--- src/rtl/core/rbei_pkg.sv ---
`default_nettype none
// ----------------------------------------------------------------------------
// rbei_pkg
// Shared codes and the control/status bundles between the integrator's
// sequencer and datapath.
// ----------------------------------------------------------------------------
package rbei_pkg;

	// command codes
	localparam logic [2:0] CMD_ADD    = 3'd0;
	localparam logic [2:0] CMD_REMOVE = 3'd1;
	localparam logic [2:0] CMD_FORCE  = 3'd2;
	localparam logic [2:0] CMD_STEP   = 3'd3;
	localparam logic [2:0] CMD_READ   = 3'd4;
	localparam logic [2:0] CMD_CLEAR  = 3'd5;

	// result status codes
	localparam logic [2:0] ST_OK       = 3'd0;
	localparam logic [2:0] ST_NO_BODY  = 3'd1;
	localparam logic [2:0] ST_STATIC   = 3'd2;
	localparam logic [2:0] ST_FULL     = 3'd3;
	localparam logic [2:0] ST_BAD_STEP = 3'd4;

	// configuration register indexes
	localparam logic [1:0] REG_GRAV_X = 2'd0;
	localparam logic [1:0] REG_GRAV_Y = 2'd1;
	localparam logic [1:0] REG_GRAV_Z = 2'd2;

	typedef struct packed {
		logic       load;
		logic       idx_inc;
		logic       k_inc;
		logic       rd_mass;
		logic       rd_vec;
		logic       div_start;
		logic       acc_calc;
		logic       mul_acc;
		logic       upd_vel;
		logic       mul_vel;
		logic       upd_pos;
		logic       add_wr;
		logic       force_wr;
		logic       capture;
		logic       set_valid;
		logic       clr_valid;
		logic       clear_all;
		logic       time_add;
		logic       count_inc;
		logic       slot_from_idx;
		logic       set_status;
		logic [2:0] status;
		logic       publish;
	} rbei_cmd_t;

	typedef struct packed {
		logic [2:0] cmd;
		logic       id_ok;
		logic       idx_valid;
		logic       idx_last;
		logic       k_last;
		logic       mass_zero;
		logic       dt_bad;
		logic       div_busy;
	} rbei_stat_t;

endpackage
`default_nettype wire

--- src/rtl/core/rbei_ctrl.sv ---
`default_nettype none
// ----------------------------------------------------------------------------
// rbei_ctrl
// Command sequencer: handshakes, slot scan, per-body and per-axis stepping.
// ----------------------------------------------------------------------------
module rbei_ctrl (
	input  wire logic                 clk,
	input  wire logic                 arst_n,
	input  wire logic                 in_valid,
	output logic                      in_ready,
	output logic                      out_valid,
	input  wire logic                 out_ready,
	input  wire rbei_pkg::rbei_stat_t stat,
	output rbei_pkg::rbei_cmd_t       ctl
);
	import rbei_pkg::*;

	localparam logic [4:0] S_IDLE  = 5'd0;
	localparam logic [4:0] S_DISP  = 5'd1;
	localparam logic [4:0] S_ASCAN = 5'd2;
	localparam logic [4:0] S_AWR   = 5'd3;
	localparam logic [4:0] S_FMASS = 5'd4;
	localparam logic [4:0] S_FRD   = 5'd5;
	localparam logic [4:0] S_FWR   = 5'd6;
	localparam logic [4:0] S_RRD   = 5'd7;
	localparam logic [4:0] S_RCAP  = 5'd8;
	localparam logic [4:0] S_CHECK = 5'd9;
	localparam logic [4:0] S_SMASS = 5'd10;
	localparam logic [4:0] S_SRD   = 5'd11;
	localparam logic [4:0] S_DIVGO = 5'd12;
	localparam logic [4:0] S_DIV   = 5'd13;
	localparam logic [4:0] S_ACC   = 5'd14;
	localparam logic [4:0] S_MUL1  = 5'd15;
	localparam logic [4:0] S_VEL   = 5'd16;
	localparam logic [4:0] S_MUL2  = 5'd17;
	localparam logic [4:0] S_POS   = 5'd18;
	localparam logic [4:0] S_NEXT  = 5'd19;
	localparam logic [4:0] S_DONE  = 5'd20;

	logic [4:0] state_q, state_d;
	logic       out_valid_q;

	assign in_ready  = (state_q == S_IDLE);
	assign out_valid = out_valid_q;

	always_comb begin
		state_d = state_q;
		ctl     = '0;
		unique case (state_q)
			S_IDLE: begin
				if (in_valid) begin
					ctl.load = 1'b1;
					state_d  = S_DISP;
				end
			end
			S_DISP: begin
				unique case (stat.cmd)
					CMD_ADD: state_d = S_ASCAN;
					CMD_REMOVE, CMD_FORCE, CMD_READ: begin
						if (!stat.id_ok) begin
							ctl.set_status = 1'b1;
							ctl.status     = ST_NO_BODY;
							state_d        = S_DONE;
						end else if (stat.cmd == CMD_REMOVE) begin
							ctl.clr_valid = 1'b1;
							state_d       = S_DONE;
						end else if (stat.cmd == CMD_FORCE) begin
							ctl.rd_mass = 1'b1;
							state_d     = S_FMASS;
						end else begin
							state_d = S_RRD;
						end
					end
					CMD_STEP: begin
						if (stat.dt_bad) begin
							ctl.set_status = 1'b1;
							ctl.status     = ST_BAD_STEP;
							state_d        = S_DONE;
						end else begin
							state_d = S_CHECK;
						end
					end
					CMD_CLEAR: begin
						ctl.clear_all = 1'b1;
						state_d       = S_DONE;
					end
					default: state_d = S_DONE;
				endcase
			end
			S_ASCAN: begin
				if (!stat.idx_valid) begin
					state_d = S_AWR;
				end else if (stat.idx_last) begin
					ctl.set_status = 1'b1;
					ctl.status     = ST_FULL;
					state_d        = S_DONE;
				end else begin
					ctl.idx_inc = 1'b1;
				end
			end
			S_AWR: begin
				ctl.add_wr = 1'b1;
				ctl.k_inc  = 1'b1;
				if (stat.k_last) begin
					ctl.set_valid     = 1'b1;
					ctl.slot_from_idx = 1'b1;
					state_d           = S_DONE;
				end
			end
			S_FMASS: begin
				if (stat.mass_zero) begin
					ctl.set_status = 1'b1;
					ctl.status     = ST_STATIC;
					state_d        = S_DONE;
				end else begin
					state_d = S_FRD;
				end
			end
			S_FRD: begin
				ctl.rd_vec = 1'b1;
				state_d    = S_FWR;
			end
			S_FWR: begin
				ctl.force_wr = 1'b1;
				ctl.k_inc    = 1'b1;
				state_d      = stat.k_last ? S_DONE : S_FRD;
			end
			S_RRD: begin
				ctl.rd_vec = 1'b1;
				state_d    = S_RCAP;
			end
			S_RCAP: begin
				ctl.capture = 1'b1;
				ctl.k_inc   = 1'b1;
				state_d     = stat.k_last ? S_DONE : S_RRD;
			end
			S_CHECK: begin
				if (stat.idx_valid) begin
					ctl.rd_mass = 1'b1;
					state_d     = S_SMASS;
				end else begin
					state_d = S_NEXT;
				end
			end
			S_SMASS: state_d = stat.mass_zero ? S_NEXT : S_SRD;
			S_SRD: begin
				ctl.rd_vec = 1'b1;
				state_d    = S_DIVGO;
			end
			S_DIVGO: begin
				ctl.div_start = 1'b1;
				state_d       = S_DIV;
			end
			S_DIV: begin
				if (!stat.div_busy) state_d = S_ACC;
			end
			S_ACC: begin
				ctl.acc_calc = 1'b1;
				state_d      = S_MUL1;
			end
			S_MUL1: begin
				ctl.mul_acc = 1'b1;
				state_d     = S_VEL;
			end
			S_VEL: begin
				ctl.upd_vel = 1'b1;
				state_d     = S_MUL2;
			end
			S_MUL2: begin
				ctl.mul_vel = 1'b1;
				state_d     = S_POS;
			end
			S_POS: begin
				ctl.upd_pos = 1'b1;
				ctl.k_inc   = 1'b1;
				if (stat.k_last) begin
					ctl.count_inc = 1'b1;
					state_d       = S_NEXT;
				end else begin
					state_d = S_SRD;
				end
			end
			S_NEXT: begin
				if (stat.idx_last) begin
					ctl.time_add = 1'b1;
					state_d      = S_DONE;
				end else begin
					ctl.idx_inc = 1'b1;
					state_d     = S_CHECK;
				end
			end
			S_DONE: begin
				if (!out_valid_q || out_ready) begin
					ctl.publish = 1'b1;
					state_d     = S_IDLE;
				end
			end
			default: state_d = S_IDLE;
		endcase
	end

	always_ff @(posedge clk or negedge arst_n) begin
		if (!arst_n) begin
			state_q     <= S_IDLE;
			out_valid_q <= 1'b0;
		end else begin
			state_q <= state_d;
			if (ctl.publish) begin
				out_valid_q <= 1'b1;
			end else if (out_ready) begin
				out_valid_q <= 1'b0;
			end
		end
	end

	a_leave_idle: assert property (@(posedge clk) disable iff (!arst_n)
		(in_valid && in_ready) |=> !in_ready)
		else $error("transfer accepted but sequencer stayed idle");

	a_no_overwrite: assert property (@(posedge clk) disable iff (!arst_n)
		(out_valid_q && !out_ready) |=> out_valid_q && !$past(ctl.publish))
		else $error("result register overwritten before transfer");

	a_done_publish: assert property (@(posedge clk) disable iff (!arst_n)
		(state_q == S_DONE && !out_valid_q) |=> state_q == S_IDLE && out_valid_q)
		else $error("finished result not published");

endmodule
`default_nettype wire

--- config.mk ---
export PLATFORM = sky130hd
export DESIGN_NAME = rbei_ctrl
export DESIGN_NICKNAME = d
export VERILOG_FILES = /design/src/rtl/core/rbei_pkg.sv /design/src/rtl/core/rbei_ctrl.sv
export SDC_FILE = /design/constraint.sdc
export NUM_CORES = 1
export LEC_CHECK = 0
export BUFFER_PORTS_ARGS = -buffer_cell sky130_fd_sc_hd__buf_2
export CAP_MARGIN = 10
export CORE_ASPECT_RATIO = 1.1
export CORE_MARGIN = 3
export CORE_UTILIZATION = 44
export CTS_CLUSTER_DIAMETER = 80
export DETAILED_ROUTE_END_ITERATION = 16
export PLACE_DENSITY = 0.82
export SLEW_MARGIN = 25
export SYNTH_ARGS = -nofsm -noshare
export SYNTH_HDL_FRONTEND = slang
export SYNTH_SLANG_ARGS = --single-unit
--- constraint.sdc ---
create_clock -name clk -period 1.43 [get_ports clk]
set_input_delay 0.2145 -clock clk [delete_from_list [all_inputs] [get_ports clk]]
set_output_delay 0.2145 -clock clk [all_outputs]
set_load 0.005 [all_outputs]
==> results.md, run 1 <==
- The placed instances occupy a cell area of 1490 sq um.
- The register bit total from synthesis is 6.
- The post-synthesis cell count is 154.
- The kind of pin the worst path terminates on is an output port.
- The floorplan step set the die width to 51.8 um.
- The die boundary height is 56.3 um.
- The global-route repair_timing pass left the worst setup endpoint at ctl[4].
- The count of unique library cells instantiated by Yosys is 49.
- The clock root buffer is sky130_fd_sc_hd__clkbuf_4.
- The average cell area after synthesis is 6.58 sq um.
- At the placement stage, the worst setup path has a slack of -273 ps.
- The congestion estimate from routability-driven global placement came to 0.967.
- The number of buffers inserted during clock tree synthesis is 3.
- The total of buffers placed on input and output ports is 40.
- In the synthesized netlist the dominant register cell turns out to be sky130_fd_sc_hd__dfrtp_1.
- The floorplan has 17 rows.
- The first error in the log reads "[ERROR DPL-0038] Utilization greater than 100%, impossible to legalize".
- The sequential area share after synthesis is 0.148.
- The number of nets handed over by synthesis was 168.
- The number of enable flip-flop cells after synthesis is 0.
- The run stopped with a tool error.
- During I/O placement, the number of pins put on the boundary was 41.
- The number of H-tree levels is 1.
- For this run, the number of Yosys warnings is 0.
- The initial utilization of the core area, before any placement, comes to 0.481.
- The total half-perimeter wirelength after legalization and detailed placement is 2810 um.
- The number of clock sinks is 6.
- The stage where the run came to a stop is global routing.
- The worst-case clock buffer depth is 2.
- After synthesis, the share of flip-flops with an asynchronous set or reset is 1.00.
- The mapped cell area is 1010 sq um.
- The maximum number of pins on one net before global-route repair is 14.
## logic make-up after synthesis
family	Yosys count	share of synthesized area
and+or+nand+nor	81	0.446
AOI/OAI and AO/OA	44	0.290
buffers and inverters	21	0.0988
DFF	6	0.148
xor gates and xnor gates	2	0.0173
## repair_timing
action / in CTS
hold endpoints to repair: 6
resized for setup: 40
pin swaps: 15
setup buffers: 22
endpoints found under the setup margin: 31
hold buffers: 1
## metrics by stage
step,hold slack [ps],setup TNS [ps],instances,util
after floorplan,-81.1,-119,154,-
after global placement,40.9,-3240,243,0.708
after detailed placement,46.8,-4160,243,0.708
after CTS,294,-9140,269,0.870
## synthesized netlist by cell type, types with 2 or more instances
library cell,number,area share
sky130_fd_sc_hd__or3b_1,2,0.017
sky130_fd_sc_hd__nand2_1,13,0.048
sky130_fd_sc_hd__and3_1,2,0.012
sky130_fd_sc_hd__a21oi_1,9,0.044
sky130_fd_sc_hd__o22ai_1,2,0.012
sky130_fd_sc_hd__inv_1,6,0.022
sky130_fd_sc_hd__buf_2,8,0.040
sky130_fd_sc_hd__a31oi_1,5,0.031
sky130_fd_sc_hd__nor2_1,19,0.070
sky130_fd_sc_hd__nor3_1,2,0.0099
sky130_fd_sc_hd__o211ai_1,2,0.015
sky130_fd_sc_hd__and4_1,2,0.017
sky130_fd_sc_hd__nand3_1,7,0.035
sky130_fd_sc_hd__clkbuf_1,4,0.015
sky130_fd_sc_hd__nand4_1,2,0.012
sky130_fd_sc_hd__o22a_1,2,0.017
sky130_fd_sc_hd__nor3_2,2,0.020
sky130_fd_sc_hd__dfrtp_1,6,0.15
sky130_fd_sc_hd__o21ai_0,8,0.040
sky130_fd_sc_hd__nor2b_1,12,0.074
sky130_fd_sc_hd__buf_4,3,0.022
sky130_fd_sc_hd__nand2b_1,6,0.037
sky130_fd_sc_hd__nor3b_1,3,0.022
sky130_fd_sc_hd__o31ai_1,2,0.015
==> inputs of run 2 (changes only) <==
Settings changed: CORE_AREA from default to 3 3 64 66, CORE_ASPECT_RATIO 1.1 to default, CORE_MARGIN 3 to default, CORE_UTILIZATION 44 to default, CTS_CLUSTER_DIAMETER 80 to default, DIE_AREA from default to 0 0 67 69, PLACE_DENSITY 0.82 to default, PLACE_DENSITY_LB_ADDON from default to 0.15.
Clock period 1.43 ns to 1.85 ns, I/O delays scaled along.
==> run 2 against run 1 <==
  * The flow now finishes, with violations (negative setup slack)
  * Synthesized cell count unchanged
  * Synthesized area unchanged
==> results.md, run 2 <==
- Once layout is complete, the utilization of the core stands at 0.431.
- The sequential area share after synthesis was 0.148 (unchanged).
- The depth of the most critical reg-to-reg path is 8.
- The mapped cell area is 1010 sq um (unchanged).
- The number of H-tree levels is 1 (unchanged).
- The maximum number of pins on one net before global-route repair is 19.
- Global routing finished with a remaining overflow of 0.
- Data arrives at the worst endpoint at 1650 ps.
- The post-place setup slack was 53.2 ps (+326 ps).
- Clock skew on the completed layout was measured at 3.40 ps.
- The total half-perimeter wirelength after legalization and detailed placement is 2960 um (+5.2%).
- The growth of design area from synthesis to finish is 54.4%.
- The worst-case clock buffer depth is 2 (unchanged).
- For this run, the leading register cell type out of synthesis is sky130_fd_sc_hd__dfrtp_1.
- The async set-reset flop share out of synthesis came to 1.00 (unchanged).
- The post-synthesis cell count is 154 (unchanged).
- The number of clock sinks is 6 (unchanged).
- The DRC violations left is 0.
- The share of the cycle needed by the critical path after routing is 1.04.
- The initial DRC count is 52.
- The detailed-router iteration count before antenna repair is 4.
- The root buffer cell chosen for the clock tree is sky130_fd_sc_hd__clkbuf_8.
- The endpoint identified for the worst register-to-register timing path is state_q[0].
- The average cell area after synthesis was 6.58 sq um (unchanged).
- The share of Yosys cell area claimed by the top area cell type came to 0.148 (unchanged).
- The total number of yosys warnings is 0 (unchanged).
- The share of layout cells above drive strength 1 is 0.459.
- The path class of the tightest hold or removal check is input port to flop.
- The most critical setup path has its startpoint at state_q[4].
- The number of antenna violations at the first check in global routing came to 0.
- At the worst endpoint, the required time is 1570 ps.
- The total of buffers placed on input and output ports is 40 (unchanged).
- The run finished, with violations left.
- The largest register by flop count is state_q.
- The achievable clock frequency is 518 MHz.
- The most common cell in the synthesized netlist is sky130_fd_sc_hd__nor2_1.
- The end of the critical path is ctl[4].
- The antenna violation net count after detailed routing is 0.
- The largest total area in the synthesized netlist belongs to sky130_fd_sc_hd__dfrtp_1.
- The placed cell count was 244 (+0.41%).
- The via count of the first global-routing pass is 1,245.
- The number of nets at the end of the flow is 223.
- The register with the most flip-flops in the layout has 5 of them.
- The largest vdd supply drop is 0.000638 V.
- For this design the static power due to leakage is 0.735 nW.
- The post-synthesis net count was 168 (unchanged).
- The checks that failed: negative setup slack.
- The effective utilization at floorplan came to 0.279 (-0.202).
- In this run the worst path has a maximum fanout of 7.
- The register bit total from synthesis is 6 (unchanged).
- Power spread over the standard cell area amounts to 1490 nW/um^2.
- The setup slack on the worst flop-to-flop path is 80 ps.
- The number of rows in the core area is 22 (+5).
- The die boundary height is 69 um (+22%).
- The die outline width is 67 um (+29%).
- The TritonCTS clock tree is yes.
- The final critical-path required period is 1930 ps.
- The first-pass GRT wire length is 6020 um.
- Max-cap violations in this run came to 0.
- In the global route stage, overall resource usage came out at 0.162.
- The floorplan step defined a die boundary enclosing 4620 sq um.
- The average wire per standard cell is 14.6 um.
- Setup repair after global routing could not meet its margin everywhere.
- By area the synthesized netlist is led by sky130_fd_sc_hd__dfrtp_1, sky130_fd_sc_hd__nor2b_1, sky130_fd_sc_hd__nor2_1.
- STA classifies the critical path endpoint as a primary output.
- In this run the standard cell core region covers 3630 sq um.
- The library cells used most frequently in the layout, excluding fill and tap cells, are sky130_fd_sc_hd__buf_2, sky130_fd_sc_hd__buf_4, sky130_fd_sc_hd__nor2_1.
- The worst setup path is launched from a flop.
- The category of the most critical setup path is flop to primary output.
- The number of buffers inserted during clock tree synthesis is 3 (unchanged).
- In the synthesized netlist, the cells that appear most often are sky130_fd_sc_hd__nor2_1, sky130_fd_sc_hd__nand2_1, sky130_fd_sc_hd__nor2b_1, sky130_fd_sc_hd__a21oi_1.
- Setup slack on the critical path of the routed design comes to -78.8 ps.
- The number of enable flip-flop cells after synthesis came to 0 (unchanged).
- The total vias in the final route is 1,309.
- The count of unique library cells instantiated by Yosys came to 49 (unchanged).
- The number of antenna diodes in the final layout is 0.
- The aggregate routed wire length is 3710 um.
- The beginning of the worst register-to-register path is state_q[4].
- The number of primary I/O pins is 41 (unchanged).
- The worst pin sits at a relative slew slack of 0.777.
- The final estimated routing congestion in global placement came to 0.914 (-5.5%).
- The filler-free cell count of the finished design is 255.
- At the pin with the least slew margin, the transition time is 330 ps.
- Clock-pin slew was measured on the worst setup and hold paths at 30 ps.
- The total setup violations reported at the end of the flow is 3.
- Leaving out fill and tap cells, the most frequent cell in the layout is sky130_fd_sc_hd__buf_2.
- The number of hold violations in the final report is 0.
- At the later pin of the worst-skew pair, clock insertion delay measures 220 ps.
- The final number of max-transition violations is 0.
- Using the TritonRoute via totals, the vias-per-cell ratio works out to 5.13.
-- run 2: cell counts after synthesis --
No cell type changed its count.
-- run 2: where the power goes --
group | total, mW | switching (mW) | internal [mW]
Combinational | 1.82 | 0.919 | 0.904
Clock | 0.189 | 0.0502 | 0.139
Sequential | 0.322 | 0.119 | 0.203
Total | 2.33 | 1.09 | 1.25
-- run 2: kinds of logic after synthesis --
kind of cell / share of synthesized area
AOI/OAI and AO/OA: 0.290
xor gates and xnor gates: 0.0173
buffers and inverters: 0.0988
DFF: 0.148
and+or+nand+nor: 0.446
-- run 2: cell type report --
class,count,area (sq um)
clock buffers,3,41.3
fillers,410,2070
inverters,6,22.5
multi-input cells,127,850
flip-flops and latches,6,156
well taps,48,60.1
repair buffers,65,435
-- run 2: worst min-delay path by stage --
stage / from / to / slack (ps) / depth (start not counted)
after floorplan: arst_n / out_valid / -20 / 0
after global placement: arst_n / out_valid / 110 / 1
after detailed placement: arst_n / state_q[4] / 110 / 1
after CTS: arst_n / state_q[2] / 410 / 2
after global routing: arst_n / state_q[2] / 430 / 2
final: out_ready / out_valid / 400 / 3
-- run 2: worst max-delay path, stage by stage (launching register included) --
cell,delay [ps]
sky130_fd_sc_hd__dfrtp_2,460
sky130_fd_sc_hd__or3_4,430
sky130_fd_sc_hd__nor2_4,90
sky130_fd_sc_hd__and4_1,220
sky130_fd_sc_hd__or3b_1,120
sky130_fd_sc_hd__buf_2,110
-- run 2: stage by stage --
stage	setup TNS [ps]	power [mW]	hold slack, ps	cell area [sq um]
2_1_floorplan	0	1.18	-18.1	1010
3_3_place_gp	0	1.83	109	1360
3_5_place_dp	0	1.83	107	1360
4_1_cts	-156	2.18	410	1490
5_1_grt	-383	2.52	429	1570
6_report	-135	2.33	400	1570
-- run 2: repair_timing --
item	CTS	global route
hold buffers	1	0
endpoints found under the setup margin	14	18
setup buffers	3	4
resized for setup	13	20
pin swaps	3	8
hold endpoints to repair	6	0
-- run 2: routing by layer --
layer	vias up	GRT usage	wire length (um)
met3	2	0.00977	158
li1	671	-	-
met4	0	0.0473	22
met2	36	0.264	1820
met5	-	0	0
met1	600	0.224	1710
Power figures use the tool's default switching activity.
